==> src/rtl/lmx_pkg.sv <==
// Shared codes, field widths and types of the mutual exclusion node.
`timescale 1ns / 1ps
package lmx_pkg;

  localparam int PID_W      = 4;
  localparam int MODE_W     = 3;
  localparam int KIND_W     = 2;
  localparam int FAULT_W    = 2;
  localparam int NODES_W    = 5;
  localparam int RCNT_W     = 5;
  localparam int OUT_CLK_W  = 32;
  localparam int CFG_IDX_W  = 1;
  localparam int CFG_DATA_W = 5;

  localparam logic [RCNT_W-1:0] RCNT_MAX = '1;

  // configuration register indexes
  localparam logic [CFG_IDX_W-1:0] CFG_NUM_NODES = 1'b0;
  localparam logic [CFG_IDX_W-1:0] CFG_OWN_ID    = 1'b1;

  typedef enum logic [MODE_W-1:0] {
    MODE_LREQ = 3'd0,
    MODE_LREL = 3'd1,
    MODE_REQ  = 3'd2,
    MODE_REP  = 3'd3,
    MODE_REL  = 3'd4
  } mode_t;

  typedef enum logic [KIND_W-1:0] {
    KIND_NONE = 2'd0,
    KIND_REQ  = 2'd1,
    KIND_REP  = 2'd2,
    KIND_REL  = 2'd3
  } kind_t;

  typedef enum logic [FAULT_W-1:0] {
    FAULT_OK    = 2'd0,
    FAULT_FULL  = 2'd1,
    FAULT_EMPTY = 2'd2
  } fault_t;

endpackage

==> src/rtl/lmx_clk_unit.sv <==
// Saturating Lamport clock update: optional merge with a message clock, then one tick.
`timescale 1ns / 1ps
module lmx_clk_unit #(
  parameter int CLOCK_BITS = 32
) (
  input  logic [CLOCK_BITS-1:0]        cur_i,
  input  logic [lmx_pkg::OUT_CLK_W-1:0] msg_i,
  input  logic                         merge_i,
  output logic [CLOCK_BITS-1:0]        msg_sat_o,
  output logic [CLOCK_BITS-1:0]        next_o
);
  import lmx_pkg::*;

  localparam int WW = (CLOCK_BITS > OUT_CLK_W) ? CLOCK_BITS : OUT_CLK_W;
  localparam logic [CLOCK_BITS-1:0] CLK_MAX = '1;

  logic [WW-1:0]         msg_w;
  logic [CLOCK_BITS-1:0] base;

  assign msg_w     = WW'(msg_i);
  assign msg_sat_o = (msg_w > WW'(CLK_MAX)) ? CLK_MAX : CLOCK_BITS'(msg_w);
  assign base      = (merge_i && (msg_sat_o > cur_i)) ? msg_sat_o : cur_i;
  assign next_o    = (base == CLK_MAX) ? base : base + CLOCK_BITS'(1);

endmodule

==> src/rtl/lamport_mutex_node.sv <==
// Top level: one node of Lamport distributed mutual exclusion with a sorted request queue.
//
//   channel | direction | handshake          | payload
//   cfg     | in        | cfg_we             | cfg_index, cfg_wdata
//   in      | in        | in_valid, in_stall | in_mode, in_msg_clock, in_msg_pid
//   out     | out       | out_valid,out_stall| out_send_kind .. out_fault
//
// An item without queue work goes from idle straight to the emit state; an insert
// or pop walks the queue memory one entry per cycle.
// One item is in flight at a time; in_stall is high while it is worked on.
// A finished result waits in the output register while out_stall is high.
// rst_n is synchronous; queue memory contents are left as they are.
`timescale 1ns / 1ps
module lamport_mutex_node #(
  parameter int MAX_NODES  = 16,
  parameter int CLOCK_BITS = 32
) (
  input  logic                            clk,
  input  logic                            rst_n,
  input  logic                            cfg_we,
  input  logic [lmx_pkg::CFG_IDX_W-1:0]   cfg_index,
  input  logic [lmx_pkg::CFG_DATA_W-1:0]  cfg_wdata,
  input  logic                            in_valid,
  output logic                            in_stall,
  input  logic [lmx_pkg::MODE_W-1:0]      in_mode,
  input  logic [lmx_pkg::OUT_CLK_W-1:0]   in_msg_clock,
  input  logic [lmx_pkg::PID_W-1:0]       in_msg_pid,
  output logic                            out_valid,
  input  logic                            out_stall,
  output logic [lmx_pkg::KIND_W-1:0]      out_send_kind,
  output logic [lmx_pkg::OUT_CLK_W-1:0]   out_send_clock,
  output logic [lmx_pkg::PID_W-1:0]       out_send_dest,
  output logic                            out_granted,
  output logic [lmx_pkg::PID_W-1:0]       out_head_node,
  output logic                            out_queue_empty,
  output logic [lmx_pkg::FAULT_W-1:0]     out_fault
);
  import lmx_pkg::*;

  localparam int QAW = $clog2(MAX_NODES);
  localparam int QCW = $clog2(MAX_NODES + 1);
  localparam int NCW = (QCW > NODES_W) ? QCW : NODES_W;
  localparam int EW  = CLOCK_BITS + PID_W;
  localparam int WW  = (CLOCK_BITS > OUT_CLK_W) ? CLOCK_BITS : OUT_CLK_W;

  typedef enum logic [2:0] {
    S_IDLE,
    S_TICK2,
    S_INS_START,
    S_INS_SCAN,
    S_POP_START,
    S_POP_SCAN,
    S_EMIT
  } state_t;

  state_t                 state_r;
  logic [CLOCK_BITS-1:0]  clk_r;
  logic [QCW-1:0]         qcnt_r;
  logic [QCW-1:0]         idx_r;
  logic [RCNT_W-1:0]      rcnt_r;
  logic                   pend_r;
  logic [PID_W-1:0]       head_r;
  logic [NODES_W-1:0]     num_nodes_r;
  logic [PID_W-1:0]       own_id_r;
  logic [CLOCK_BITS-1:0]  key_clk_r;
  logic [PID_W-1:0]       key_pid_r;
  kind_t                  kind_r;
  logic [OUT_CLK_W-1:0]   sclk_r;
  logic [PID_W-1:0]       dest_r;
  fault_t                 fault_r;

  logic                   out_valid_r;
  kind_t                  out_kind_r;
  logic [OUT_CLK_W-1:0]   out_sclk_r;
  logic [PID_W-1:0]       out_dest_r;
  logic                   out_grant_r;
  logic [PID_W-1:0]       out_head_r;
  logic                   out_empty_r;
  fault_t                 out_fault_r;

  // queue memory: entry = {clock, node id}, sorted from address 0
  logic [EW-1:0]          qmem [MAX_NODES];
  logic [EW-1:0]          rd_data_r;
  logic                   mem_we;
  logic [QAW-1:0]         mem_waddr;
  logic [EW-1:0]          mem_wdata;
  logic                   mem_re;
  logic [QAW-1:0]         mem_raddr;

  logic                   merge_sel;
  logic [CLOCK_BITS-1:0]  clk_next;
  logic [CLOCK_BITS-1:0]  msg_sat;
  logic [OUT_CLK_W-1:0]   clk_next_out;
  logic [CLOCK_BITS-1:0]  rd_clk;
  logic [PID_W-1:0]       rd_pid;
  logic                   key_before;
  logic                   ins_place;
  logic                   pop_last;
  logic                   q_full;
  logic                   q_empty;
  logic [NCW-1:0]         nodes_raw;
  logic [NCW-1:0]         nodes_eff;
  logic                   grant;

  assign merge_sel = (state_r == S_IDLE) &&
                     ((in_mode == MODE_REQ) || (in_mode == MODE_REP) || (in_mode == MODE_REL));

  lmx_clk_unit #(
    .CLOCK_BITS (CLOCK_BITS)
  ) u_clk_unit (
    .cur_i     (clk_r),
    .msg_i     (in_msg_clock),
    .merge_i   (merge_sel),
    .msg_sat_o (msg_sat),
    .next_o    (clk_next)
  );

  assign clk_next_out = OUT_CLK_W'(WW'(clk_next));

  assign rd_clk     = rd_data_r[EW-1:PID_W];
  assign rd_pid     = rd_data_r[PID_W-1:0];
  // new key goes ahead of an equal entry
  assign key_before = (key_clk_r < rd_clk) || ((key_clk_r == rd_clk) && (key_pid_r <= rd_pid));
  assign ins_place  = (idx_r == '0) || !key_before;
  assign pop_last   = (QCW'(idx_r + QCW'(1)) == qcnt_r);
  assign q_full     = (qcnt_r == QCW'(MAX_NODES));
  assign q_empty    = (qcnt_r == '0);

  assign nodes_raw = NCW'(num_nodes_r);
  assign nodes_eff = (nodes_raw < NCW'(2)) ? NCW'(2) :
                     (nodes_raw > NCW'(MAX_NODES)) ? NCW'(MAX_NODES) : nodes_raw;
  assign grant     = pend_r && (NCW'(rcnt_r) >= (nodes_eff - NCW'(1))) &&
                     !q_empty && (head_r == own_id_r);

  // Insert shifts from the tail down, pop from the head up; the read always
  // runs ahead of the write, so the two never hit the same entry.
  always_comb begin
    mem_we    = 1'b0;
    mem_waddr = '0;
    mem_wdata = rd_data_r;
    mem_re    = 1'b0;
    mem_raddr = '0;
    case (state_r)
      S_INS_START: begin
        mem_re    = 1'b1;
        mem_raddr = QAW'(qcnt_r - QCW'(1));
      end
      S_INS_SCAN: begin
        mem_we    = 1'b1;
        mem_waddr = idx_r[QAW-1:0];
        mem_wdata = ins_place ? {key_clk_r, key_pid_r} : rd_data_r;
        mem_re    = !ins_place && (idx_r >= QCW'(2));
        mem_raddr = QAW'(idx_r - QCW'(2));
      end
      S_POP_START: begin
        mem_re    = 1'b1;
        mem_raddr = QAW'(1);
      end
      S_POP_SCAN: begin
        mem_we    = 1'b1;
        mem_waddr = QAW'(idx_r - QCW'(1));
        mem_re    = !pop_last;
        mem_raddr = QAW'(idx_r + QCW'(1));
      end
      default: begin
      end
    endcase
  end

  always_ff @(posedge clk) begin
    if (mem_we) begin
      qmem[mem_waddr] <= mem_wdata;
    end
    if (mem_re) begin
      rd_data_r <= qmem[mem_raddr];
    end
  end

  always_ff @(posedge clk) begin
    if (!rst_n) begin
      state_r     <= S_IDLE;
      clk_r       <= '0;
      qcnt_r      <= '0;
      rcnt_r      <= '0;
      pend_r      <= 1'b0;
      head_r      <= '0;
      num_nodes_r <= NODES_W'(2);
      own_id_r    <= '0;
      out_valid_r <= 1'b0;
    end else begin
      if (cfg_we) begin
        case (cfg_index)
          CFG_NUM_NODES: num_nodes_r <= cfg_wdata;
          CFG_OWN_ID:    own_id_r    <= cfg_wdata[PID_W-1:0];
          default: begin
          end
        endcase
      end

      if (out_valid_r && !out_stall) begin
        out_valid_r <= 1'b0;
      end

      // slot 0 mirrors into head_r so the result never waits on a memory read
      if (mem_we && (mem_waddr == '0)) begin
        head_r <= mem_wdata[PID_W-1:0];
      end

      case (state_r)
        S_IDLE: begin
          if (in_valid) begin
            kind_r  <= KIND_NONE;
            sclk_r  <= '0;
            dest_r  <= '0;
            fault_r <= FAULT_OK;
            state_r <= S_EMIT;
            case (in_mode)
              MODE_LREQ: begin
                if (!pend_r) begin
                  clk_r     <= clk_next;
                  kind_r    <= KIND_REQ;
                  sclk_r    <= clk_next_out;
                  pend_r    <= 1'b1;
                  rcnt_r    <= '0;
                  key_clk_r <= clk_next;
                  key_pid_r <= own_id_r;
                  if (q_full) begin
                    fault_r <= FAULT_FULL;
                  end else begin
                    state_r <= S_INS_START;
                  end
                end
              end
              MODE_LREL: begin
                clk_r  <= clk_next;
                kind_r <= KIND_REL;
                sclk_r <= clk_next_out;
                pend_r <= 1'b0;
                rcnt_r <= '0;
                if (q_empty) begin
                  fault_r <= FAULT_EMPTY;
                end else begin
                  state_r <= S_POP_START;
                end
              end
              MODE_REQ: begin
                clk_r     <= clk_next;
                kind_r    <= KIND_REP;
                dest_r    <= in_msg_pid;
                key_clk_r <= msg_sat;
                key_pid_r <= in_msg_pid;
                state_r   <= S_TICK2;
              end
              MODE_REP: begin
                clk_r <= clk_next;
                if (rcnt_r != RCNT_MAX) begin
                  rcnt_r <= rcnt_r + RCNT_W'(1);
                end
              end
              MODE_REL: begin
                clk_r <= clk_next;
                if (q_empty) begin
                  fault_r <= FAULT_EMPTY;
                end else begin
                  state_r <= S_POP_START;
                end
              end
              default: begin
              end
            endcase
          end
        end

        // REP goes out one tick after the merge
        S_TICK2: begin
          clk_r  <= clk_next;
          sclk_r <= clk_next_out;
          if (q_full) begin
            fault_r <= FAULT_FULL;
            state_r <= S_EMIT;
          end else begin
            state_r <= S_INS_START;
          end
        end

        S_INS_START: begin
          idx_r   <= qcnt_r;
          state_r <= S_INS_SCAN;
        end

        S_INS_SCAN: begin
          if (ins_place) begin
            qcnt_r  <= qcnt_r + QCW'(1);
            state_r <= S_EMIT;
          end else begin
            idx_r <= idx_r - QCW'(1);
          end
        end

        S_POP_START: begin
          idx_r <= QCW'(1);
          if (qcnt_r == QCW'(1)) begin
            qcnt_r  <= '0;
            state_r <= S_EMIT;
          end else begin
            state_r <= S_POP_SCAN;
          end
        end

        S_POP_SCAN: begin
          if (pop_last) begin
            qcnt_r  <= qcnt_r - QCW'(1);
            state_r <= S_EMIT;
          end else begin
            idx_r <= idx_r + QCW'(1);
          end
        end

        S_EMIT: begin
          if (!out_valid_r || !out_stall) begin
            out_valid_r <= 1'b1;
            out_kind_r  <= kind_r;
            out_sclk_r  <= sclk_r;
            out_dest_r  <= dest_r;
            out_grant_r <= grant;
            out_head_r  <= q_empty ? '0 : head_r;
            out_empty_r <= q_empty;
            out_fault_r <= fault_r;
            state_r     <= S_IDLE;
          end
        end

        default: state_r <= S_IDLE;
      endcase
    end
  end

  assign in_stall        = (state_r != S_IDLE);
  assign out_valid       = out_valid_r;
  assign out_send_kind   = out_kind_r;
  assign out_send_clock  = out_sclk_r;
  assign out_send_dest   = out_dest_r;
  assign out_granted     = out_grant_r;
  assign out_head_node   = out_head_r;
  assign out_queue_empty = out_empty_r;
  assign out_fault       = out_fault_r;

endmodule

==> config.mk <==
export PLATFORM = sky130hd
export DESIGN_NAME = lamport_mutex_node
export DESIGN_NICKNAME = d
export VERILOG_FILES = /design/src/rtl/lmx_pkg.sv /design/src/rtl/lmx_clk_unit.sv /design/src/rtl/lamport_mutex_node.sv
export SDC_FILE = /design/constraint.sdc
export NUM_CORES = 1
export LEC_CHECK = 0
export BUFFER_PORTS_ARGS = -buffer_cell sky130_fd_sc_hd__buf_2
export CAP_MARGIN = 15
export CORE_ASPECT_RATIO = 1.4
export CORE_MARGIN = 5
export CORE_UTILIZATION = 55
export CTS_CLUSTER_DIAMETER = 100
export CTS_CLUSTER_SIZE = 40
export DETAILED_ROUTE_END_ITERATION = 8
export PLACE_DENSITY = 0.72
export SLEW_MARGIN = 10
export SYNTH_ARGS = -nofsm -noshare
export SYNTH_HDL_FRONTEND = slang
export SYNTH_SLANG_ARGS = --single-unit
==> constraint.sdc <==
create_clock -name clk -period 9.2 [get_ports clk]
set_clock_uncertainty 0.2 [all_clocks]
set_input_delay 1.84 -clock clk [delete_from_list [all_inputs] [get_ports clk]]
set_output_delay 1.84 -clock clk [all_outputs]
set_load 0.02 [all_outputs]
== Word level (Yosys, flattened, before mapping) ==
Memories as Yosys holds them, arrays and structs flattened. A register that Yosys moved wholly into a read port is not among the register bits.
Cells that the tools add are included.
W data, S select, Z words.

* Register bits after elaboration: 187
* Bits in writable memories: 576
* Input port bits: 50
* Output and inout bits: 48
* Logic and storage cells: 176
* Memories: 1

* Add/sub/neg operators: 8
* Magnitude comparators: 8
* Equal/unequal tests: 29
* Multiplexer cells: 57
* Bitwise operators: 1
* Reductions and logical operators: 49

{| class="wikitable"
|+ Memory list
! name !! depth !! bits a word !! read ports !! clocked after Yosys merged registers in !! wr ports !! RTL line !! text
|-
| qmem || 16 || 36 || 1 || 1 || 1 || lamport_mutex_node.sv:82 || <nowiki>logic [EW-1:0] qmem [MAX_NODES];</nowiki>
|}

{| class="wikitable"
|+ Operators by type and width
! cell !! count
|-
| $pmux W32 S2 || 5
|-
| $mux W32 || 7
|-
| $mux W36 || 2
|-
| $mux W5 || 9
|-
| $add A32 B1 Y32 const B || 1
|-
| $eq A32 B32 Y1 || 1
|-
| $eq A32 B32 Y1 const B || 1
|-
| $gt A32 B32 Y1 || 1
|-
| $gt A32 B32 Y1 const B || 1
|-
| $lt A32 B32 Y1 || 1
|-
| $pmux W5 S3 || 2
|-
| $pmux W3 S7 || 1
|-
| $pmux W5 S4 || 1
|-
| $reduce_and A4 Y1 || 5
|-
| $mux W3 || 6
|-
| $ne A2 B2 Y1 const B || 9
|-
| $pmux W4 S2 || 2
|-
| $pmux W4 S4 || 1
|-
| $add A5 B1 Y5 const B || 3
|-
| $sub A5 B1 Y5 const B || 3
|-
| $eq A3 B2 Y1 const B || 4
|-
| $eq A3 B3 Y1 const B || 4
|-
| $reduce_and A3 Y1 || 4
|-
| $logic_not A5 Y1 || 2
|-
| 36 further kinds || 76
|}

== Longest topological paths before layout ==
Gate-level depths: netlist of the first run.

* Depth in word-level cells: 12
* Gate-level depth with buffers: 24
* Gate-level depth less buffers: 19

== Hierarchy ==
From an unflattened synthesis of the first run, not the netlist that was laid out.

* Cells, all modules: 2,695
* Area, all modules: 35,237.5 um^2

{| class="wikitable"
|+ Modules (own cells, without submodules)
! module !! instances !! cells an instance !! area an instance (um^2) !! sequential area each (um^2)
|-
| lamport_mutex_node || 1 || 2,295 || 32,602.5 || 23,392.4
|-
| lmx_clk_unit || 1 || 400 || 2,635.0 || 0.0
|}

== Least setup slack after synthesis of the first run ==
No wires, ideal clock.

* Path type: input to register
* From: input port in_msg_clock[23] (netlist name)
* To: register key_clk_r[21] (data pin)
* Library setup time: 0.256 ns
* Arrival time: 5.717 ns
* Required time: 8.744 ns
* Setup slack: 3.026 ns
* Stages: 21
* Buffers on the path: 3
* Cells stage by stage: ha_1 -> a21oi_1 -> o21ai_0 -> a221o_1 -> o31a_1 -> a21oi_2 -> buf_2 -> nand2_1 -> o21ai_0 -> ha_1 -> buf_2 -> and3_1 -> nand3_1 -> or4b_1 -> buf_2 -> nand4_1 -> inv_1 -> nand3_1 -> xnor2_1 -> a21oi_1 -> o22a_1

* Longest elaborated chain between the ends: 9
* Elaborated cells on any way between the ends: 10
* Those cells by class: add/sub (1); order compare (2); eq/ne (1); mux (5); reduce/logical (1)

{| class="wikitable"
|+ Ends and longest elaborated chain
! what !! RTL line !! text
|-
| from (decl) || lamport_mutex_node.sv:26 || <nowiki>input logic [lmx_pkg::OUT_CLK_W-1:0] in_msg_clock,</nowiki>
|-
| $gt A32 B32 Y1 || lmx_clk_unit.sv:21 || <nowiki>assign msg_sat_o = (msg_w > WW'(CLK_MAX)) ? CLK_MAX : CLOCK_BITS'(msg_w);</nowiki>
|-
| $mux W32 * || lmx_clk_unit.sv:21 ||
|-
| $gt A32 B32 Y1 || lmx_clk_unit.sv:22 || <nowiki>assign base = (merge_i && (msg_sat_o > cur_i)) ? msg_sat_o : cur_i;</nowiki>
|-
| $logic_and A1 B1 Y1 || lmx_clk_unit.sv:22 ||
|-
| $mux W32 || lmx_clk_unit.sv:22 ||
|-
| $add A32 B1 Y32 / $eq A32 B32 Y1 (equally long branches) || lmx_clk_unit.sv:23 || <nowiki>assign next_o = (base == CLK_MAX) ? base : base + CLOCK_BITS'(1);</nowiki>
|-
| $mux W32 || lmx_clk_unit.sv:23 ||
|-
| $mux W32 || lamport_mutex_node.sv:219 || <nowiki>if (!pend_r) begin</nowiki>
|-
| $pmux W32 S2 * || lamport_mutex_node.sv:217 || <nowiki>case (in_mode)</nowiki>
|-
| to (signal assigned) || lamport_mutex_node.sv:225 || <nowiki>key_clk_r <= clk_next;</nowiki>
|-
| to (signal assigned) || lamport_mutex_node.sv:250 || <nowiki>key_clk_r <= msg_sat;</nowiki>
|-
| to (decl) || lamport_mutex_node.sv:65 || <nowiki>logic [CLOCK_BITS-1:0] key_clk_r;</nowiki>
|}

Mark *: on every way between the ends. The rest lies on a longest branch, timed or not. The select of a mux whose other input is x is not followed.
A chain may end at the register's enable or synchronous reset.

== Final worst setup path of the first run ==
* From: input port in_mode[1] (netlist name)
* To: register key_clk_r[2] (data pin)

* Longest elaborated chain between the ends: 10
* Elaborated cells on any way between the ends: 14
* Those cells by class: add/sub (1); eq/ne (4); mux (4); reduce/logical (5)

{| class="wikitable"
|+ Ends and longest elaborated chain
! what !! RTL line !! text
|-
| from (decl) || lamport_mutex_node.sv:25 || <nowiki>input logic [lmx_pkg::MODE_W-1:0] in_mode,</nowiki>
|-
| $eq A3 B2 Y1 (on tied branches) || lamport_mutex_node.sv:106, lamport_mutex_node.sv:217 ||
|-
| $logic_or A1 B1 Y1 (2 in series) || lamport_mutex_node.sv:106 || <nowiki>((in_mode == MODE_REQ) || (in_mode == MODE_REP) || (in_mode == MODE_REL));</nowiki>
|-
| $logic_and A1 B1 Y1 || lamport_mutex_node.sv:105 || <nowiki>assign merge_sel = (state_r == S_IDLE) &&</nowiki>
|-
| $logic_and A1 B1 Y1 || lmx_clk_unit.sv:22 ||
|-
| $mux W32 || lmx_clk_unit.sv:22 ||
|-
| $add A32 B1 Y32 / $eq A32 B32 Y1 (equally long branches) || lmx_clk_unit.sv:23 ||
|-
| $mux W32 || lmx_clk_unit.sv:23 ||
|-
| $mux W32 || lamport_mutex_node.sv:219 ||
|-
| $pmux W32 S2 * || lamport_mutex_node.sv:217 ||
|}

Marks and branches as above.

==> metrics.txt, run 1 <==
largest net degree at the start of global routing between 150 and 200; Reg-to-Reg Start clk_r[3]; Slew Viols, Final 0; CP Class in2reg; drt first pass iters 6; Slew headroom between 20% and 30%; Critical Path End Type flip-flop; Detailed Place HPWL just under 60,000 um; Worst Reg2Reg Path Length in Cells 17; status finished clean; RSZ-0062 raised after global routing no; initial core utilization a little under three fifths; measured slew at the worst slew-check pin 1.18 ns; Startpoint Class input pin; sequential share of power 48.1%; total number of vias around 26,000; Clock Pin Slew Worst Setup and Hold Paths about 0.13 ns; adder-cell area share of the yosys netlist roughly 3.1%; number of synthesized flops with an enable pin ~740; vias in the first global route approximately 25,000; Setup TNS 0 ns; clock network power share 15.6%; initial antenna violation count 0; Fmax between 100 and 150 MHz; Synth Register Bits approximately 800; clk_lat worst skew between 0.6 and 0.7 ns; share of cells above drive strength 1 roughly 8.6%; TritonCTS clock tree done; register area share after synthesis 63.5%; Crit Reg-Reg Endpoint key_clk_r[2]; Yosys cell types around 80; DR vias/cell 6.44; leakage between 10 and 15 nW; DR DRC count 0; ant diodes 0; first-pass GRT wire length around 150,000 um; WL final about 99,000 um; Max Cap Viol 0; Worst R2R Setup Slack between 3 and 4 ns; Most used DFF post-synth edfxtp_1; Cell Pwr Density 257 nW/um^2; share of synthesized registers carrying an async set or reset 0%; largest family of logic cells by synthesized area compound AO/OA/AOI/OAI gates; hold path cells 0; die height roughly 320 um; pre-CTS setup slack about 1.7 ns; Worst Path Required approximately 9.4 ns; compound-cell area share of the yosys netlist between 10% and 20%; total CTS buffers 24; post-DR wirelength/cell 24.7 um; endpoints failing hold 0; final period utilization ~75%; DRT iter0 DRCs about 3,100; Area Overhead vs Synth 6.15%; Post-CTS Hold Buffers 0; syn_nets roughly 3,300; setup ws final roughly 2.3 ns; H-tree levels 1; CP endpoint key_clk_r[2]; # setup viols final 0; placer congestion estimate approximately 0.9; Max clock buf depth 3; I/O pin count about 100; Synth Cell Area roughly 37,000 sq um; peak supply drop just under 0.2 mV; Layout Nets 3,282; Total Routing Usage GR 26.4%; Critical Path AT roughly 7.1 ns; Detail Route Antenna Nets 0; Clock Sink Count approximately 800; Post-Synth XOR/XNOR Area under 10%; crit path from in_mode[1]; Sw Share a little under two fifths; Final min period slightly below 7 ns; worst hold slack between 0.2 and 0.25 ns; yosys warns 0; # port buffers 97; Synth Instances about 3,100; global route overflow 0; syn avg cell area ~12 sq um; Internal Dissipation 6.26 mW; Die ar. 72,400 sq um; area of the core ~67,000 sq um; beginning of the worst hold path sclk_r[28]; standard-cell rows around 110; # Post-CTS Setup Buffers 0; class of the worst hold path reg2reg; Psw between 3 and 4 mW; Root Driver clkbuf_16; Resize count post-CTS 0; Comb pwr share a little over a third; post-synthesis mux area share under 10%; chip width ~230 um; post-synthesis simple-gate area fraction around 13%; CP Max Fanout 14
[sequential cells by signal (all words and copies together) (netlist names), 5 cells and up]
name            flops
qmem              576
rd_data_r          36
clk_r              32
key_clk_r          32
out_send_clock     32
sclk_r             32
idx_r               5
nodes_raw           5
qcnt_r              5
rcnt_r              5
[kinds of logic after synthesis]
family	after synthesis
AND/OR/NAND/NOR	1015
adder cells (fa/ha/maj)	91
AO/OA/AOI/OAI	730
buffers and inverters	356
flip-flops	799
multiplexers	80
XOR/XNOR	72
[stage by stage]
step	utilization (%)	cell area (sq um)	power, mW	cells
floorplan	-	36900	7.30	3143
CTS	58.8	39100	10.1	4013
global route	58.8	39100	10.5	4013
global placement	57.7	38400	8.42	3970
detailed placement	57.7	38400	8.53	3970
finish	58.8	39100	10.0	4013
[cells in the final DEF, fill, tap and decap left out, drive strengths merged, types with 7 or more instances in the layout]
cell and count:
a211oi 96, a21o 20, a21oi 187, a311oi 75, a31oi 122, and2 73
and3 24, and4 8, buf 173, clkbuf 40, dfxtp 60, edfxtp 739
ha 91, inv 155, mux2 9, mux2i 60, mux4 11, nand2 411
nand2b 7, nand3 65, nand3b 13, nand4 48, nor2 254, nor2b 17
nor3 60, nor4 13, o211ai 14, o21a 9, o21ai 134, o22ai 7
o31ai 10, o32ai 11, or3 8, xnor2 41, xor2 31
[worst min path at each step]
stage | end | slack (ns)
after detailed placement | out_send_clock[28] | 0.21
after global placement | out_send_clock[1] | 0.20
final | out_send_clock[28] | 0.23
after CTS | out_send_clock[28] | 0.24
after floorplan | out_fault[0] | 0.20
after global routing | out_send_clock[4] | 0.25
[power groups by stage]
stage / Sequential, mW / Clock [mW] / Combinational [mW]
finish: 4.83 / 1.56 / 3.65
global route: 4.86 / 1.71 / 3.97
CTS: 4.83 / 1.58 / 3.64
detailed placement: 4.91 / 0 / 3.62
global placement: 4.90 / 0 / 3.53
floorplan: 4.83 / 0 / 2.47
[critical path: stages]
cell and delay [ns]:
buf_2 0.22, nor2b_1 0.49, o21ai_0 0.52, nor3_1 0.76
a21oi_4 0.13, o21ai_0 0.31, ha_1 0.41, nand3_1 0.20
or3_1 0.42, nor3_1 0.68, nand3_1 0.20, mux2_2 0.38
nand2_1 0.20, a21oi_1 0.10, o22a_1 0.25
[synth_stat cells (all sizes together) (14+ instances only)]
cell type / number / share of area (%)
buf: 54 / 0.73
nor2: 254 / 2.6
mux2i: 60 / 1.7
nor3: 60 / 0.83
a31oi: 122 / 2.1
xor2: 31 / 0.74
nor2b: 17 / 0.29
and2: 73 / 1.2
inv: 154 / 1.6
o211ai: 14 / 0.29
and3: 24 / 0.41
clkbuf: 147 / 1.5
ha: 91 / 3.1
nand4: 48 / 0.85
o21ai: 134 / 1.8
edfxtp: 739 / 60
a21oi: 187 / 2.5
nand2: 411 / 4.2
xnor2: 41 / 0.97
nand3: 65 / 0.88
a311oi: 75 / 1.8
a21o: 20 / 0.41
dfxtp: 60 / 3.3
a211oi: 96 / 2.0
[final cells by class]
type | count | area [sq um]
Clock buffer | 40 | 682
Clock inverter | 3 | 48.8
Fill cell | 5248 | 27400
Inverter | 155 | 582
Multi-Input combinational cell | 1988 | 12300
Sequential cell | 799 | 23400
Tap cell | 855 | 1070
Timing Repair Buffer | 173 | 1070
[per-layer routing]
| metal | track usage, % | wire [um] |
|---|---|---|
| met1 | 34.0 | 37800 |
| met2 | 46.5 | 49900 |
| met3 | 2.79 | 7320 |
| met4 | 10.4 | 4150 |
| met5 | 0 | 0 |
(Power assumes the default switching activity.)
==> run 2: changes to the inputs <==
--- a/config.mk
+++ b/config.mk
@@ -13,7 +13,7 @@
 export CTS_CLUSTER_DIAMETER = 100
 export CTS_CLUSTER_SIZE = 40
 export DETAILED_ROUTE_END_ITERATION = 8
-export PLACE_DENSITY = 0.72
+export PLACE_DENSITY = 0.74
 export SLEW_MARGIN = 10
 export SYNTH_ARGS = -nofsm -noshare
 export SYNTH_HDL_FRONTEND = slang
==> constraint.sdc (replaced) <==
create_clock -name clk -period 6 [get_ports clk]
set_clock_uncertainty 0.2 [all_clocks]
set_input_delay 1.2 -clock clk [delete_from_list [all_inputs] [get_ports clk]]
set_output_delay 1.2 -clock clk [all_outputs]
set_load 0.02 [all_outputs]
==> run 2 against run 1 <==
Compared with the run above: worst setup slack worse by 1.4 ns; largest power group unchanged; via count up 0.87%; first-iteration DRC count down 3.0%; cell count up 1.7%; combinational power up 57%; clock power up 56%; sequential share of layout area down 0.93 points; sequential cell count unchanged; clock-buffer cell count up 1; worst hold slack better by 0.0061 ns.
==> metrics.txt, run 2 (synthesized netlist as in run 1, its figures left out) <==
most frequent cells in the layout 739 x edfxtp_1, 409 x nand2_1, 235 x nor2_1, 186 x a21oi_1, 153 x inv_1; area of the core roughly 67,000 sq um; # setup viols final 0; Final Util ~60%; Detailed Place HPWL around 63,000 um; Inst Count DP between 4,000 and 5,000; leakage between 10 and 15 nW; Psw about 6 mW; Worst Reg2Reg Path Length in Cells 20; final period utilization a little under nine tenths; Root Driver clkbuf_16; initial antenna violation count 0; RSZ-0062 raised after global routing no; Non-Filler Instances a little over 4,000; Clock Pin Slew Worst Setup and Hold Paths roughly 0.14 ns; Comb pwr share 36.8%; Clock Sink Count around 800; global route overflow 0; Fmax just under 200 MHz; Slew Viols, Final 0; commonest non-fill, non-tap cell in the layout edfxtp_1; Max clock buf depth 3; status finished clean; Die ar. ~72,000 sq um; sequential share of power a little under half; area of the multi-input gates between 10,000 and 15,000 sq um; Resize count post-CTS 0; Detail Route Antenna Nets 0; Sw Share 37.5%; H-tree levels 1; share of cells above drive strength 1 about a tenth; final instance area slightly below 40,000 sq um; Final min period a little over 5 ns; initial core utilization a little under three fifths; Worst Path Required 6.17 ns; first-pass GRT wire length ~150,000 um; Post-CTS Hold Buffers 0; chip width ~230 um; DRT iter0 DRCs 2,972; TritonCTS clock tree done; ant diodes 0; CP Class in2reg; Layout Nets ~3,400; Max Cap Viol 0; DR vias/cell about 6.4; DR DRC count 0; largest net degree at the start of global routing around 210; Area Overhead vs Synth 7.83%; Critical Path End Type flip-flop; Critical Path AT between 5 and 6 ns; clock network power share 15.6%; Total Routing Usage GR a little over a quarter; measured slew at the worst slew-check pin about 1.1 ns; DP Area about 39,000 sq um; CP Max Fanout 6; Internal Dissipation just under 10 mW; max reg flops 576; register area approximately 23,000 sq um; post-DR wirelength/cell ~25 um; CP endpoint key_clk_r[21]; Setup TNS 0 ns; die height between 300 and 400 um; vias in the first global route approximately 26,000; Reg-to-Reg Start clk_r[15]; largest registers qmem x576, rd_data_r x36; class of the worst hold path reg2reg; # port buffers 97; Slew headroom 24.8%; # Post-CTS Setup Buffers 0; crit path from in_msg_clock[23]; placer congestion estimate about 0.96; total number of vias roughly 26,000; drt first pass iters 8; Startpoint Class input pin; Fillers slightly above 5,000; Worst R2R Setup Slack 1.01 ns; clk_lat worst skew 0.64 ns; WL final about 100,000 um; largest reg by FF count qmem; endpoints failing hold 0; Cell Pwr Density about 400 nW/um^2; standard-cell rows 112; peak supply drop 0.756 mV; I/O pin count slightly below 100; Crit Reg-Reg Endpoint key_clk_r[21]; total CTS buffers 24
## run 2: power groups by stage
stage               registers, mW  logic [mW]  clock network, mW
floorplan                    7.41        3.78                  0
global placement             7.52        5.49                  0
detailed placement           7.53        5.66                  0
CTS                          7.41        5.68               2.47
global route                 7.45        6.20               2.67
finish                       7.41        5.73               2.44
## run 2: area by class of cell
class	count	share of cell area [%]
Clock buffer	41	1.72
Sequential cell	799	58.8
Tap cell	855	2.69
Clock inverter	3	0.192
Multi-Input combinational cell	1988	30.9
Timing Repair Buffer	241	4.16
Inverter	155	1.46
## run 2: worst min-delay path by stage
stage,startpoint,end,slack (ns),cells past startpoint
final,sclk_r[6],out_send_clock[6],0.24,0
after global routing,sclk_r[7],out_send_clock[7],0.25,0
after CTS,sclk_r[6],out_send_clock[6],0.24,0
after detailed placement,sclk_r[3],out_send_clock[3],0.21,0
after global placement,sclk_r[7],out_send_clock[7],0.20,0
after floorplan,fault_r[0],out_fault[0],0.20,0
## run 2: critical path, cell delays in order
cell and delay (ns):
buf_2 0.14, ha_1 0.33, a21oi_1 0.16, o21ai_0 0.14
a221o_1 0.38, o31a_1 0.32, a21o_2 0.24, o21ai_0 0.27
ha_1 0.22, and3_1 0.20, nand3_1 0.12, or4b_1 0.57
buf_4 0.19, nand4_1 0.14, inv_1 0.09, nand3_1 0.14
xnor2_1 0.16, a21oi_1 0.10, o22a_1 0.24
## run 2: metal layers
metal / global-route usage, % / share of wire, % / vias to the layer above
met5: 0 / 0 / -
met4: 10.2 / 4.3 / 0
met3: 2.94 / 7.0 / 239
met2: 48.0 / 51 / 1213
met1: 34.6 / 38 / 12900
li1: - / - / 11800
## run 2: stage by stage
stage                     total power [mW]  hold slack [ns]  worst slack (ns)
after floorplan                       11.2            0.200             0.466
after detailed placement              13.2            0.205             0.256
after CTS                             15.6            0.239             0.903
after global placement                13.0            0.202             0.340
after global routing                  16.3            0.245             0.640
final                                 15.6            0.241             0.820
